**config.mk**
```make
export PLATFORM = sky130hd
export DESIGN_NAME = occupancy_cyclic_slot_select_flat
export DESIGN_NICKNAME = d
export VERILOG_FILES = /design/src/rtl/ocss_pkg.sv /design/src/rtl/ocss_chan_if.sv /design/src/rtl/ocss_ctrl.sv /design/src/rtl/ocss_dpath.sv /design/src/rtl/occupancy_cyclic_slot_select.sv /design/src/flat_wrapper.sv
export SDC_FILE = /design/constraint.sdc
export NUM_CORES = 1
export LEC_CHECK = 0
export CAP_MARGIN = 20
export CORE_UTILIZATION = 45
export CTS_BUF_LIST = sky130_fd_sc_hd__clkbuf_4 sky130_fd_sc_hd__clkbuf_8
export CTS_CLUSTER_DIAMETER = 150
export DETAILED_ROUTE_END_ITERATION = 8
export DONT_BUFFER_PORTS = 1
export GPL_TIMING_DRIVEN = 0
export SLEW_MARGIN = 0
export SYNTH_ARGS = -nofsm -noshare
export SYNTH_HDL_FRONTEND = slang
export SYNTH_HIERARCHICAL = 1
export SYNTH_SLANG_ARGS = --single-unit
```
**constraint.sdc**
```tcl
create_clock -name clock -period 3.35 [get_ports clock]
set_clock_uncertainty 0.15 [all_clocks]
set_input_delay 0.67 -clock clock [delete_from_list [all_inputs] [get_ports clock]]
set_output_delay 0.67 -clock clock [all_outputs]
set_load 0.03 [all_outputs]
```
**src/rtl/ocss_pkg.sv**
```systemverilog
`timescale 1ns / 1ps

package ocss_pkg;

   // Field widths fixed by the transaction format.
   localparam int unsigned MAP_WIDTH    = 32;
   localparam int unsigned SLOT_WIDTH   = 5;
   localparam int unsigned COUNT_WIDTH  = 6;
   localparam int unsigned MODE_WIDTH   = 2;
   localparam int unsigned STATUS_WIDTH = 2;
   localparam int unsigned CSR_WIDTH    = 6;

   // Default for the top-level slot limit.
   localparam int unsigned OCSS_MAX_SLOTS = 32;

   // Configuration register indexes.
   localparam logic REG_CYCLE_MODE = 1'b0;
   localparam logic REG_SLOT_COUNT = 1'b1;

   // Stepping modes; the reserved code behaves as plain mode.
   localparam logic [MODE_WIDTH-1:0] MODE_PLAIN     = 2'd0;
   localparam logic [MODE_WIDTH-1:0] MODE_CLUSTER   = 2'd1;
   localparam logic [MODE_WIDTH-1:0] MODE_POPULATED = 2'd2;
   localparam logic [MODE_WIDTH-1:0] MODE_RESERVED  = 2'd3;

   // Direction codes.
   localparam logic DIR_NEXT = 1'b0;
   localparam logic DIR_PREV = 1'b1;

   // Result status codes.
   localparam logic [STATUS_WIDTH-1:0] STATUS_UNCHANGED    = 2'd0;
   localparam logic [STATUS_WIDTH-1:0] STATUS_CHANGED      = 2'd1;
   localparam logic [STATUS_WIDTH-1:0] STATUS_OUT_OF_RANGE = 2'd2;

   typedef struct packed {
      logic                  cmd;
      logic [SLOT_WIDTH-1:0] current_slot;
      logic [MAP_WIDTH-1:0]  occupied_map;
   } req_payload_type;

   typedef struct packed {
      logic [SLOT_WIDTH-1:0]   chosen_slot;
      logic [STATUS_WIDTH-1:0] status;
   } rsp_payload_type;

   // Controller to datapath.
   typedef struct packed {
      logic load;
      logic step;
   } dp_cmd_type;

   // Datapath to controller.
   typedef struct packed {
      logic done;
   } dp_status_type;

   typedef enum logic [1:0] {
      ST_IDLE,
      ST_SCAN,
      ST_RESP
   } ctrl_state_type;

endpackage

```
**src/rtl/ocss_chan_if.sv**
```systemverilog
`timescale 1ns / 1ps

// Valid/ready channel carrying one payload per transaction.
interface ocss_chan_if #(
   parameter type payload_type = logic
);
   logic        valid;
   logic        ready;
   payload_type payload;

   modport source (output valid, output payload, input ready);
   modport sink (input valid, input payload, output ready);
endinterface

```
**src/rtl/ocss_ctrl.sv**
```systemverilog
`timescale 1ns / 1ps

module ocss_ctrl
   import ocss_pkg::*;
(
   input  logic          clock,
   input  logic          reset,
   input  logic          req_valid,
   output logic          req_ready,
   output logic          rsp_valid,
   input  logic          rsp_ready,
   output dp_cmd_type    dp_cmd,
   input  dp_status_type dp_status
);

   ctrl_state_type state_ff;
   ctrl_state_type state_in;

   // State register.
   always_ff @(posedge clock) begin
      if (reset) begin
         state_ff <= ST_IDLE;
      end else begin
         state_ff <= state_in;
      end
   end

   // Next state: take a transaction, scan until the datapath is done, then present it.
   always_comb begin
      state_in = state_ff;
      case (state_ff)
         ST_IDLE: begin
            if (req_valid) begin
               state_in = ST_SCAN;
            end
         end
         ST_SCAN: begin
            if (dp_status.done) begin
               state_in = ST_RESP;
            end
         end
         ST_RESP: begin
            if (rsp_ready) begin
               state_in = ST_IDLE;
            end
         end
         default: begin
            state_in = ST_IDLE;
         end
      endcase
   end

   // Outputs and datapath commands.
   always_comb begin
      req_ready   = 1'b0;
      rsp_valid   = 1'b0;
      dp_cmd.load = 1'b0;
      dp_cmd.step = 1'b0;
      case (state_ff)
         ST_IDLE: begin
            req_ready   = 1'b1;
            dp_cmd.load = req_valid;
         end
         ST_SCAN: begin
            dp_cmd.step = !dp_status.done;
         end
         ST_RESP: begin
            rsp_valid = 1'b1;
         end
         default: begin
            req_ready = 1'b0;
         end
      endcase
   end

endmodule

```
**src/rtl/ocss_dpath.sv**
```systemverilog
`timescale 1ns / 1ps

module ocss_dpath
   import ocss_pkg::*;
#(
   parameter int unsigned MAX_SLOTS = OCSS_MAX_SLOTS
) (
   input  logic                    clock,
   input  logic                    reset,
   input  logic                    csr_we,
   input  logic                    csr_index,
   input  logic [CSR_WIDTH-1:0]    csr_wdata,
   input  req_payload_type         req_payload,
   output rsp_payload_type         rsp_payload,
   input  dp_cmd_type              dp_cmd,
   output dp_status_type           dp_status
);

   // Largest usable count: the slot limit, never more than the bitmap width.
   localparam logic [COUNT_WIDTH-1:0] CountCap =
      COUNT_WIDTH'((MAX_SLOTS < MAP_WIDTH) ? MAX_SLOTS : MAP_WIDTH);

   logic [MODE_WIDTH-1:0]  mode_cfg_ff;
   logic [COUNT_WIDTH-1:0] count_cfg_ff;

   logic                   dir_ff;
   logic [MODE_WIDTH-1:0]  mode_ff;
   logic [SLOT_WIDTH-1:0]  cur_ff;
   logic [MAP_WIDTH-1:0]   map_ff;
   logic [COUNT_WIDTH-1:0] n_ff;
   logic [SLOT_WIDTH-1:0]  pos_ff;
   logic [SLOT_WIDTH-1:0]  pos_in;
   logic [SLOT_WIDTH-1:0]  left_ff;
   logic [SLOT_WIDTH-1:0]  left_in;
   logic                   done_ff;
   logic                   done_in;
   logic                   oor_ff;

   logic [COUNT_WIDTH-1:0] n_eff;
   logic [SLOT_WIDTH-1:0]  load_cur;
   logic [MAP_WIDTH-1:0]   load_map;
   logic                   load_oor;
   logic [COUNT_WIDTH-1:0] load_cur_inc;
   logic [SLOT_WIDTH-1:0]  load_cur_dec;
   logic [SLOT_WIDTH-1:0]  pos_inc;
   logic [SLOT_WIDTH-1:0]  pos_dec;
   logic [SLOT_WIDTH-1:0]  pos_wrap;
   logic [COUNT_WIDTH-1:0] pos_inc_wide;

   // Configuration registers.
   always_ff @(posedge clock) begin
      if (reset) begin
         mode_cfg_ff  <= MODE_PLAIN;
         count_cfg_ff <= 6'd4;
      end else if (csr_we) begin
         case (csr_index)
            REG_CYCLE_MODE: mode_cfg_ff <= csr_wdata[MODE_WIDTH-1:0];
            REG_SLOT_COUNT: count_cfg_ff <= csr_wdata[COUNT_WIDTH-1:0];
            default: mode_cfg_ff <= mode_cfg_ff;
         endcase
      end
   end

   // Effective slot count, clamped to the cap and to at least one slot.
   always_comb begin
      if (count_cfg_ff > CountCap) begin
         n_eff = CountCap;
      end else if (count_cfg_ff == '0) begin
         n_eff = COUNT_WIDTH'(1);
      end else begin
         n_eff = count_cfg_ff;
      end
   end

   assign load_cur     = req_payload.current_slot;
   assign load_map     = req_payload.occupied_map;
   assign load_oor     = {1'b0, load_cur} >= n_eff;
   assign load_cur_inc = {1'b0, load_cur} + COUNT_WIDTH'(1);
   assign load_cur_dec = load_cur - SLOT_WIDTH'(1);

   // Neighbors of the scan position; pos_wrap is the populated-mode step.
   assign pos_inc_wide = {1'b0, pos_ff} + COUNT_WIDTH'(1);
   assign pos_inc      = pos_inc_wide[SLOT_WIDTH-1:0];
   assign pos_dec      = pos_ff - SLOT_WIDTH'(1);

   always_comb begin
      if (dir_ff == DIR_NEXT) begin
         pos_wrap = (pos_inc_wide == n_ff) ? '0 : pos_inc;
      end else begin
         pos_wrap = (pos_ff == '0) ? SLOT_WIDTH'(n_ff - COUNT_WIDTH'(1)) : pos_dec;
      end
   end

   // Scan control: load settles the easy cases at once, step walks one bit per cycle.
   always_comb begin
      pos_in  = pos_ff;
      left_in = left_ff;
      done_in = done_ff;
      if (dp_cmd.load) begin
         pos_in  = load_cur;
         left_in = SLOT_WIDTH'(n_eff - COUNT_WIDTH'(1));
         done_in = 1'b1;
         if (!load_oor) begin
            case (mode_cfg_ff)
               MODE_POPULATED: begin
                  done_in = 1'b0;
               end
               MODE_CLUSTER: begin
                  if (req_payload.cmd == DIR_NEXT) begin
                     if (load_cur_inc < n_eff && load_map[load_cur]) begin
                        pos_in = load_cur_inc[SLOT_WIDTH-1:0];
                     end else begin
                        done_in = 1'b0;
                     end
                  end else begin
                     if (load_cur != '0 && load_map[load_cur_dec]) begin
                        pos_in = load_cur_dec;
                     end else begin
                        done_in = 1'b0;
                     end
                  end
               end
               default: begin
                  if (req_payload.cmd == DIR_NEXT) begin
                     pos_in = (load_cur_inc < n_eff) ? load_cur_inc[SLOT_WIDTH-1:0] : '0;
                  end else begin
                     pos_in = (load_cur != '0) ? load_cur_dec
                                               : SLOT_WIDTH'(n_eff - COUNT_WIDTH'(1));
                  end
               end
            endcase
         end
      end else if (dp_cmd.step && !done_ff) begin
         case (mode_ff)
            MODE_POPULATED: begin
               // Nearest occupied slot in the given direction, wrapping once.
               if (left_ff == '0) begin
                  pos_in  = cur_ff;
                  done_in = 1'b1;
               end else begin
                  pos_in  = pos_wrap;
                  left_in = left_ff - SLOT_WIDTH'(1);
                  done_in = map_ff[pos_wrap];
               end
            end
            MODE_CLUSTER: begin
               // Walk to the edge of the occupied run.
               if (dir_ff == DIR_NEXT) begin
                  if (pos_ff != '0 && map_ff[pos_dec]) begin
                     pos_in = pos_dec;
                  end else begin
                     done_in = 1'b1;
                  end
               end else begin
                  if (pos_inc_wide < n_ff && map_ff[pos_ff]) begin
                     pos_in = pos_inc;
                  end else begin
                     done_in = 1'b1;
                  end
               end
            end
            default: begin
               done_in = 1'b1;
            end
         endcase
      end
   end

   // Transaction capture.
   always_ff @(posedge clock) begin
      if (dp_cmd.load) begin
         dir_ff  <= req_payload.cmd;
         mode_ff <= mode_cfg_ff;
         cur_ff  <= load_cur;
         map_ff  <= load_map;
         n_ff    <= n_eff;
         oor_ff  <= load_oor;
      end
   end

   // Scan registers.
   always_ff @(posedge clock) begin
      if (reset) begin
         done_ff <= 1'b0;
      end else begin
         done_ff <= done_in;
      end
      pos_ff  <= pos_in;
      left_ff <= left_in;
   end

   assign dp_status.done = done_ff;

   // Result fields.
   always_comb begin
      rsp_payload.chosen_slot = pos_ff;
      if (oor_ff) begin
         rsp_payload.status = STATUS_OUT_OF_RANGE;
      end else if (pos_ff != cur_ff) begin
         rsp_payload.status = STATUS_CHANGED;
      end else begin
         rsp_payload.status = STATUS_UNCHANGED;
      end
   end

endmodule

```
**src/rtl/occupancy_cyclic_slot_select.sv**
```systemverilog
`timescale 1ns / 1ps
// Populated mode scans up to the effective slot count minus one bitmap bits, then
// closes the scan; cluster mode walks the occupied run.
// One transaction at a time; the next request is taken no earlier than the cycle after
// the response transaction.
// Reset (synchronous, active high) idles the controller, sets cycle_mode to 0 and
// slot_count to 4.

module occupancy_cyclic_slot_select
   import ocss_pkg::*;
#(
   parameter int unsigned MAX_SLOTS = OCSS_MAX_SLOTS
) (
   input  logic                 clock,
   input  logic                 reset,
   ocss_chan_if.sink            req_chan,
   ocss_chan_if.source          rsp_chan,
   input  logic                 csr_we,
   input  logic                 csr_index,
   input  logic [CSR_WIDTH-1:0] csr_wdata
);

   dp_cmd_type      dp_cmd;
   dp_status_type   dp_status;
   req_payload_type req_payload;
   rsp_payload_type rsp_payload;

   assign req_payload      = req_chan.payload;
   assign rsp_chan.payload = rsp_payload;

   // Sequencing of transactions.
   ocss_ctrl u_ctrl (
      .clock     (clock),
      .reset     (reset),
      .req_valid (req_chan.valid),
      .req_ready (req_chan.ready),
      .rsp_valid (rsp_chan.valid),
      .rsp_ready (rsp_chan.ready),
      .dp_cmd    (dp_cmd),
      .dp_status (dp_status)
   );

   // Configuration, capture and bit scan.
   ocss_dpath #(
      .MAX_SLOTS (MAX_SLOTS)
   ) u_dpath (
      .clock       (clock),
      .reset       (reset),
      .csr_we      (csr_we),
      .csr_index   (csr_index),
      .csr_wdata   (csr_wdata),
      .req_payload (req_payload),
      .rsp_payload (rsp_payload),
      .dp_cmd      (dp_cmd),
      .dp_status   (dp_status)
   );

endmodule

```
**src/flat_wrapper.sv**
```systemverilog
// flat-port wrapper written by rule: the top's interface ports become plain ports
module occupancy_cyclic_slot_select_flat import ocss_pkg::*;
#(
   parameter int unsigned MAX_SLOTS = OCSS_MAX_SLOTS
)
  (clock, reset, csr_we, csr_index, csr_wdata, req_chan_valid, req_chan_payload, req_chan_ready, rsp_chan_valid, rsp_chan_payload, rsp_chan_ready);
  ocss_chan_if req_chan_i ();
  ocss_chan_if rsp_chan_i ();
  input  logic clock;
  input  logic reset;
  input  logic csr_we;
  input  logic csr_index;
  input  logic [CSR_WIDTH-1:0] csr_wdata;
  input wire logic [$bits(req_chan_i.valid)-1:0] req_chan_valid;
  input wire logic [$bits(req_chan_i.payload)-1:0] req_chan_payload;
  output wire logic [$bits(req_chan_i.ready)-1:0] req_chan_ready;
  output wire logic [$bits(rsp_chan_i.valid)-1:0] rsp_chan_valid;
  output wire logic [$bits(rsp_chan_i.payload)-1:0] rsp_chan_payload;
  input wire logic [$bits(rsp_chan_i.ready)-1:0] rsp_chan_ready;
  assign req_chan_i.valid = req_chan_valid;
  assign req_chan_i.payload = req_chan_payload;
  assign req_chan_ready = req_chan_i.ready;
  assign rsp_chan_valid = rsp_chan_i.valid;
  assign rsp_chan_payload = rsp_chan_i.payload;
  assign rsp_chan_i.ready = rsp_chan_ready;
  occupancy_cyclic_slot_select #(.MAX_SLOTS(MAX_SLOTS)) u_core (.clock(clock), .reset(reset), .req_chan(req_chan_i), .rsp_chan(rsp_chan_i), .csr_we(csr_we), .csr_index(csr_index), .csr_wdata(csr_wdata));
endmodule
```
# [Word level (Yosys, flattened, before mapping)]
# Cells that the tools add are included.
[word_totals] regBits=31 input_bits=13 word_cells=88
[op_classes] add_sub_neg=4 order_cmp=5 eq_ne=13 n_mux=38 n_bitwise=1 n_reduce_logical=17
[ops] op="$mux 5" count=9
[ops] op="$mux 1" count=17
[ops] op="$sub 5x1->5 const B" count=3
[ops] op="$lt 5x6->1 const B" count=2
[ops] op="$mux 6" count=2
[ops] op="$bmux 1 s5" count=2
[ops] op="$pmux 5 s2" count=1
[ops] op="$reduce_and 3->1" count=3
[ops] op="$add 5x1->6 const B" count=1
[ops] op="$eq 2x1->1 const B" count=3
[ops] op="$eq 2x2->1 const B" count=3
[ops] op="$eq 6x6->1" count=1
[ops] op="$ge 1x6->1 const A" count=1
[ops] op="$gt 6x6->1 const B" count=1
[ops] op="$logic_not 6->1" count=1
[ops] op="$lt 1x6->1 const A" count=1
[ops] op="$mux 2" count=3
[ops] op="$ne 2x2->1 const B" count=3
[ops] op="$ne 3x2->1 const B" count=2
[ops] op="$pmux 1 s2" count=3
[ops] op="$pmux 2 s3" count=1
[ops] op="$reduce_and 2->1" count=3
[ops] op="$logic_not 5->1" count=1
[ops] op="$reduce_bool 5->1" count=1
[ops] op="other kinds (7)" count=10

# [Depth between registers and ports, before layout]
# Gate-level depths: netlist (run 1).
[depth] ltp_word=9 ltp_mapped=15 depth_no_buf=13

# [Hierarchy]
# The synthesis (run 1) kept the hierarchy.
[modules_own_cells] module="ocss_dpath" n_inst=1 cells_per_inst=499 area_each_um2=5397.7
[modules_own_cells] module="ocss_ctrl" n_inst=1 cells_per_inst=11 area_each_um2=102.6
[modules_own_cells] module="occupancy_cyclic_slot_select" n_inst=1 cells_per_inst=1 area_each_um2=3.8

# [Worst setup path before layout (run 1)]
# OpenSTA, ideal clock, no wires.
[synth_timing] path_type="register to register" start="register u_core.u_ctrl.state_ff[0]" end="register u_core.u_dpath.pos_ff[3], data pin" arrival_time_ps=3330 required_ps=2941 slack_ps=-388 path_stages_with_launch=6 period_less_slack_ps=3738 cell_sequence="dfxtp_1 -> nor2_1 -> and2_1 -> clkinv_1 -> or3_1 -> o31a_1"
[synth_rtl] item="start: declaration" line="ocss_ctrl.sv:16" rtl="ctrl_state_type state_ff;"
[synth_rtl] item="start signal: assignment" line="ocss_ctrl.sv:24" rtl="state_ff <= state_in;"
[synth_rtl] item="end signal: assignment" line="ocss_dpath.sv:188" rtl="pos_ff <= pos_in;"
[synth_rtl] item="end: declaration" line="ocss_dpath.sv:31" rtl="logic [SLOT_WIDTH-1:0] pos_ff;"

# [Final worst setup path (run 1)]
[layout_timing] start="register u_core.u_dpath.pos_ff[0]" end="register u_core.u_dpath.pos_ff[2], data pin"
[layout_between] elab_chain_len=7 word_cells_on_any_way=9 cone_classes="2 x add/sub; 1 x eq/ne; 6 x mux"
[layout_rtl] item="$add 5x1->6" line="ocss_dpath.sv:82" rtl="assign pos_inc_wide = {1'b0, pos_ff} + COUNT_WIDTH'(1);"
[layout_rtl] item="$eq 6x6->1" line="ocss_dpath.sv:88" rtl="pos_wrap = (pos_inc_wide == n_ff) ? '0 : pos_inc;"
[layout_rtl] item="$mux 5" line="ocss_dpath.sv:88"
[layout_rtl] item="$mux 5" line="ocss_dpath.sv:137" rtl="if (left_ff == '0) begin"
[layout_rtl] item="$pmux 5 s2 *" line="ocss_dpath.sv:134" rtl="case (mode_ff)"
[layout_rtl] item="$mux 5 *" line="ocss_dpath.sv:133" rtl="end else if (dp_cmd.step && !done_ff) begin"
[layout_rtl] item="$mux 5 *" line="ocss_dpath.sv:99" rtl="if (dp_cmd.load) begin"
[layout_rtl] item="named net u_core.u_dpath.pos_in[2]" line="ocss_dpath.sv:32" rtl="logic [SLOT_WIDTH-1:0] pos_in;"
# The timed path passes the listed nets; every way through them passes the cells marked *. The select of a mux whose other input is x is not followed.
# A chain may end at the register's enable or synchronous reset.

==> flow_metrics.env, run 1 <==
export IMPL_start_kind="flop"
export IMPL_rsz0062_at_grt="yes"
export IMPL_drive_gt1_share_pct=18.33
export IMPL_cap_violations=0
export IMPL_crit_arrival_ns=3.43
export IMPL_ant_nets=0
export IMPL_antenna_cells=0
export IMPL_grtUsageTotal_pct=21.98
export IMPL_path_clk_slew_ns=0.07
export IMPL_numPortBuffers=0
export IMPL_p_sw_uw=1103
export IMPL_worstHoldPathType="in -> reg"
export IMPL_ir_drop_uv=277.7
export IMPL_final_common_cell="conb_1"
export IMPL_endpoint_kind="flop"
export IMPL_nFillCells=1036
export IMPL_die_h_um=112.5
export IMPL_ys_warn_count=6
export IMPL_tightest_slew_ns=0.8400
export IMPL_path_max_fanout=4
export IMPL_die_area_um2=12660
export IMPL_dp_cells=773
export IMPL_fin_crit_ns=3.497
export IMPL_finalNetCount=694
export IMPL_cts_sinks=68
export IMPL_synth_cell_area_um2=5497
export IMPL_clockBufferDepth=2
export IMPL_final_cell_mix="117 x conb_1, 57 x edfxtp_1, 42 x mux2i_1"
export IMPL_drc=0
export IMPL_clock_power_share_pct=19.9
export IMPL_switching_share_pct=35.79
export IMPL_grt_start_max_net_pins=50
export IMPL_power_density_nw_per_um2=464.3
export IMPL_rows=40
export IMPL_slew_headroom_pct=43.80
export IMPL_violations="negative setup slack"
export IMPL_drtIter0Drc=291
export IMPL_power_frac_comb_pct=44.3
export IMPL_period_share_pct=104.4
export IMPL_totalWireLength_um=13440
export IMPL_area_delta_synth_final_pct=20.81
export IMPL_htreeDepth=3
export IMPL_crit_type="reg -> reg"
export IMPL_setup_viol=2
export IMPL_grt_pass1_wl_um=21450
export IMPL_grt_ovfl_total=0
export IMPL_cp_required_ns=3.28
export IMPL_synth_cells=510
export IMPL_slew_viol_final=0
export IMPL_clockRootBuffer="clkbuf_8"
export IMPL_drtPass1Iterations=5
export IMPL_insertion_delay_ns=0.35
export IMPL_ios=16
export IMPL_core_area_um2=11960
export IMPL_cts_tree="done"
export IMPL_cts_buffers=9
export IMPL_vias=4397
export IMPL_postSynthAreaPerCell_um2=10.78
export IMPL_hpwl_um=9853
export IMPL_grt_pass1_vias=4140
export IMPL_status="finished with violations"
export IMPL_gp_congestion=0.8938
export IMPL_hold_violations=0
export IMPL_antenna_found_initial=0
export IMPL_die_w_um=112.5
export IMPL_initial_core_util_pct=45.95
export IMPL_placed_area_um2=6118
export IMPL_p_leak_uw=0.002721
export IMPL_power_internal_uw=1980
export IMPL_routedWlPerCell_um=16.66
export IMPL_viasPerCell=5.449
export IMPL_instances_no_fill=807
export IMPL_setup_slack_ns=-0.1468
export IMPL_clock_fmax_ghz=0.2860
export IMPL_sequentialPowerShare_pct=35.8
export IMPL_design_area_um2=6640
[power by group through the flow]
stage	Clock (µW)	Combinational [µW]	Sequential, µW
CTS	635	1240	1090
finish	614	1370	1100
floorplan	0	906	1090
global placement	0	1110	1110
detailed placement	0	1120	1120
global route	667	1480	1110
[worst paths after layout]
kind                            cells past startpoint                            from                             end  slack, ns
worst max-delay path                               15        u_core/u_dpath/pos_ff[0]        u_core/u_dpath/pos_ff[2]      -0.15
worst min register to register                      2  u_core/u_dpath/count_cfg_ff[0]  u_core/u_dpath/count_cfg_ff[0]       0.33
worst max register to register                     15        u_core/u_dpath/pos_ff[0]        u_core/u_dpath/pos_ff[2]      -0.15
worst min-delay path                                1                           reset       u_core/u_ctrl/state_ff[1]       0.22
[worst max-delay path: stages (launching register included)]
cell and delay, ns:
edfxtp_1 0.53, ha_4 0.24, nand3_4 0.10, xor2_4 0.17, inv_2 0.07, ha_4 0.26
nand4_1 0.19, nor2_2 0.18, buf_4 0.13, nor3b_1 0.05, nor2_1 0.22, a32oi_4 0.12
buf_6 0.16, mux2_4 0.25, o211ai_1 0.23, o2111ai_2 0.17
[metrics by stage]
| step | setup WS [ns] | power, µW | hold WS, ns | TNS (ns) | util, % |
|---|---|---|---|---|---|
| floorplan | 0.03151 | 1993 | 0.2918 | 0 | - |
| global placement | -0.7741 | 2220 | 0.3117 | -5.634 | 51.15 |
| detailed placement | -0.7311 | 2237 | 0.3174 | -5.951 | 51.15 |
| CTS | -0.07707 | 2973 | 0.2041 | -0.1457 | 54.34 |
| global route | -0.2217 | 3257 | 0.2043 | -0.5926 | 55.51 |
| finish | -0.1468 | 3083 | 0.2204 | -0.2467 | 55.51 |
[metal layers]
| metal | vias up | track usage, % | wire, µm |
|---|---|---|---|
| li1 | 2142 | - | - |
| met1 | 2131 | 33.23 | 6653 |
| met2 | 114 | 32.88 | 5911 |
| met3 | 10 | 3.564 | 760 |
| met4 | 0 | 5.156 | 118 |
| met5 | - | 0 | 0 |
[registers in the layout, summed over array words and instances, names as in the netlist, 2 cells and up]
name	cells
u_core/u_dpath/map_ff	32
u_core/u_dpath/count_cfg_ff	6
u_core/u_dpath/n_ff	6
u_core/u_dpath/cur_ff	5
u_core/u_dpath/left_ff	5
u_core/u_dpath/pos_ff	5
u_core/u_ctrl/state_ff	2
u_core/u_dpath/mode_cfg_ff	2
u_core/u_dpath/mode_ff	2
[layout make-up]
class                   count  area [µm²]  share of cell area (%)
plain buffers              31       180.2                   2.713
clock buffers              11       145.1                   2.186
clock inverters             5       33.78                  0.5088
inverters                  30       112.6                   1.696
multi-input cells         496        3902                   58.77
flip-flops and latches     68        1932                   29.09
well taps                 147       183.9                   2.770
repair buffers             19       150.1                   2.261
[timing repair]
action,CTS,global route
pin swaps,10,13
gates cloned,0,1
setup buffers,13,6
hold buffers,0,0
endpoints found under the setup margin,17,11
resized for setup,25,20
(Power assumes the default switching activity.)
==> run 2: changes to the inputs <==
==> constraint.sdc (replaced) <==
create_clock -name clock -period 3 [get_ports clock]
set_clock_uncertainty 0.15 [all_clocks]
set_input_delay 0.6 -clock clock [delete_from_list [all_inputs] [get_ports clock]]
set_output_delay 0.6 -clock clock [all_outputs]
set_load 0.03 [all_outputs]
==> flow_metrics.env, run 2 (synthesized netlist as in run 1, its figures left out) <==
export IMPL_cts_buffers=9
export IMPL_die_area_um2=12660
export IMPL_violations="negative setup slack"
export IMPL_htreeDepth=3
export IMPL_slew_viol_final=0
export IMPL_p_leak_uw=0.002890
export IMPL_rrSetupSlack_ns=-0.42
export IMPL_hold_depth=1
export IMPL_setup_slack_ns=-0.4224
export IMPL_final_cell_mix="117 x conb_1, 57 x edfxtp_1, 41 x mux2i_1"
export IMPL_totalWireLength_um=14170
export IMPL_hold_violations=0
export IMPL_grt_start_max_net_pins=26
export IMPL_slew_headroom_pct=49.42
export IMPL_area_delta_synth_final_pct=27.93
export IMPL_grt_pass1_wl_um=22820
export IMPL_ctsHoldBuffers=0
export IMPL_grtUsageTotal_pct=23.49
export IMPL_antenna_found_initial=0
export IMPL_die_w_um=112.5
export IMPL_antenna_cells=0
export IMPL_min_to="u_core/u_ctrl/state_ff[1]"
export IMPL_start_kind="flop"
export IMPL_worstReg2RegEnd="u_core/u_dpath/dp_status"
export IMPL_power_density_nw_per_um2=527.9
export IMPL_routedWlPerCell_um=17.03
export IMPL_worstHoldPathType="in -> reg"
export IMPL_cp_startpoint="u_core/u_dpath/pos_ff[0]"
export IMPL_ant_nets=0
export IMPL_r2r_start="u_core/u_dpath/pos_ff[0]"
export IMPL_drtIter0Drc=281
export IMPL_status="finished with violations"
export IMPL_hpwl_um=10060
export IMPL_finalNetCount=719
export IMPL_top_register="u_core/u_dpath/map_ff"
export IMPL_core_area_um2=11960
export IMPL_rows=40
export IMPL_cap_violations=0
export IMPL_ir_drop_uv=366.9
export IMPL_top_usage_layer="met2"
export IMPL_numPortBuffers=0
export IMPL_insertion_delay_ns=0.36
export IMPL_cp_required_ns=3.12
export IMPL_vias=4533
export IMPL_finalPower_uw=3712
export IMPL_drtPass1Iterations=5
export IMPL_post_place_ws_ns=-0.6310
export IMPL_grtUsageMet1_pct=34.16
export IMPL_top_regs="u_core/u_dpath/map_ff: 32 flops, u_core/u_dpath/count_cfg_ff: 6 flops, u_core/u_dpath/n_ff: 6 flops"
export IMPL_rsz0062_at_grt="yes"
export IMPL_cts_tree="done"
export IMPL_path_max_fanout=5
export IMPL_gp_congestion=0.8764
export IMPL_drc=0
export IMPL_crit_arrival_ns=3.55
export IMPL_cts_sinks=68
export IMPL_endpoint_kind="flop"
export IMPL_grt_pass1_vias=4394
export IMPL_initial_core_util_pct=45.95
export IMPL_use_met2_pct=36.07
export IMPL_setup_viol=10
export IMPL_fin_crit_ns=3.422
export IMPL_path_clk_slew_ns=0.08
export IMPL_reg2regPathDepth=14
export IMPL_grt_ovfl_total=0
export IMPL_final_common_cell="conb_1"
export IMPL_largest_register_ff_count=32
export IMPL_clockBufferDepth=2
export IMPL_ios=16
export IMPL_tightest_slew_ns=0.7508
export IMPL_met3_usage_pct=4.104
export IMPL_clockRootBuffer="clkbuf_8"
export IMPL_period_share_pct=114.1
export IMPL_hold_start="reset"
export IMPL_viasPerCell=5.448
export IMPL_die_h_um=112.5
export IMPL_crit_type="reg -> reg"
export IMPL_clock_fmax_ghz=0.2922
export IMPL_drive_gt1_share_pct=24.38
run 2: cell count changes in the layout (fill, tap and decap cells not counted), sizes merged:
cell and change:
inv -2, buf +23, clkinv +1, clkinvlp +1, clkbuf +1, bufinv +1
run 2: how the worst max path moves through the flow:
stage,end,slack (ns),depth (start not counted)
floorplan,u_core/u_dpath/dp_status,-0.05,14
global placement,u_core/u_dpath/dp_status,-0.60,14
detailed placement,u_core/u_dpath/dp_status,-0.63,14
CTS,u_core/u_dpath/dp_status,-0.37,15
global route,u_core/u_dpath/dp_status,-0.53,14
finish,u_core/u_dpath/dp_status,-0.42,14
run 2: timing repair:
action / CTS / global route
gates cloned: 2 / 0
setup endpoints to repair: 18 / 14
pin swaps: 15 / 14
buffers inserted: 38 / 7
resized for setup: 34 / 25
run 2: per-stage QoR:
| stage | std cells | utilization (%) | hold slack (ns) | area [µm²] | TNS, ns |
|---|---|---|---|---|---|
| after global routing | 832 | 58.79 | 0.1236 | 7032 | -3.018 |
| after detailed placement | 773 | 51.99 | 0.3178 | 6218 | -5.143 |
| after global placement | 773 | 51.99 | 0.3151 | 6218 | -4.675 |
| after CTS | 827 | 57.47 | 0.1221 | 6874 | -1.527 |
| after floorplan | 626 | - | 0.2918 | 6035 | -0.05151 |
| final | 832 | 58.79 | 0.1472 | 7032 | -1.789 |
run 2: critical path: stages (launching register included):
cell	delay, ns
edfxtp_1	0.53
buf_8	0.17
nand3_4	0.08
xor2_2	0.20
inv_2	0.08
ha_4	0.27
nand4_1	0.20
nor2_4	0.22
nor2_2	0.06
a22o_1	0.26
buf_6	0.16
mux2_4	0.30
and3_4	0.14
o311a_1	0.29
o31ai_1	0.22
run 2: metal layers:
layer | vias to the layer above | share of wire (%)
li1 | 2188 | -
met2 | 143 | 46
met3 | 20 | 6.0
met1 | 2182 | 46
met4 | 0 | 1.6
met5 | - | 0
run 2: power breakdown:
group,switching [µW],internal [µW]
clock network,378,401
registers,80.8,1150
logic,859,846
total,1320,2390
run 2: layout make-up:
cell class                 instances  area [µm²]
buffer                            32       221.5
clock buffer                      10       131.4
clock inverter                     6       72.57
fill                            1027        4930
inverter                          30       112.6
multi-input combinational        496        4020
sequential                        68        1938
tap                              147       183.9
timing repair buffer              43       351.6
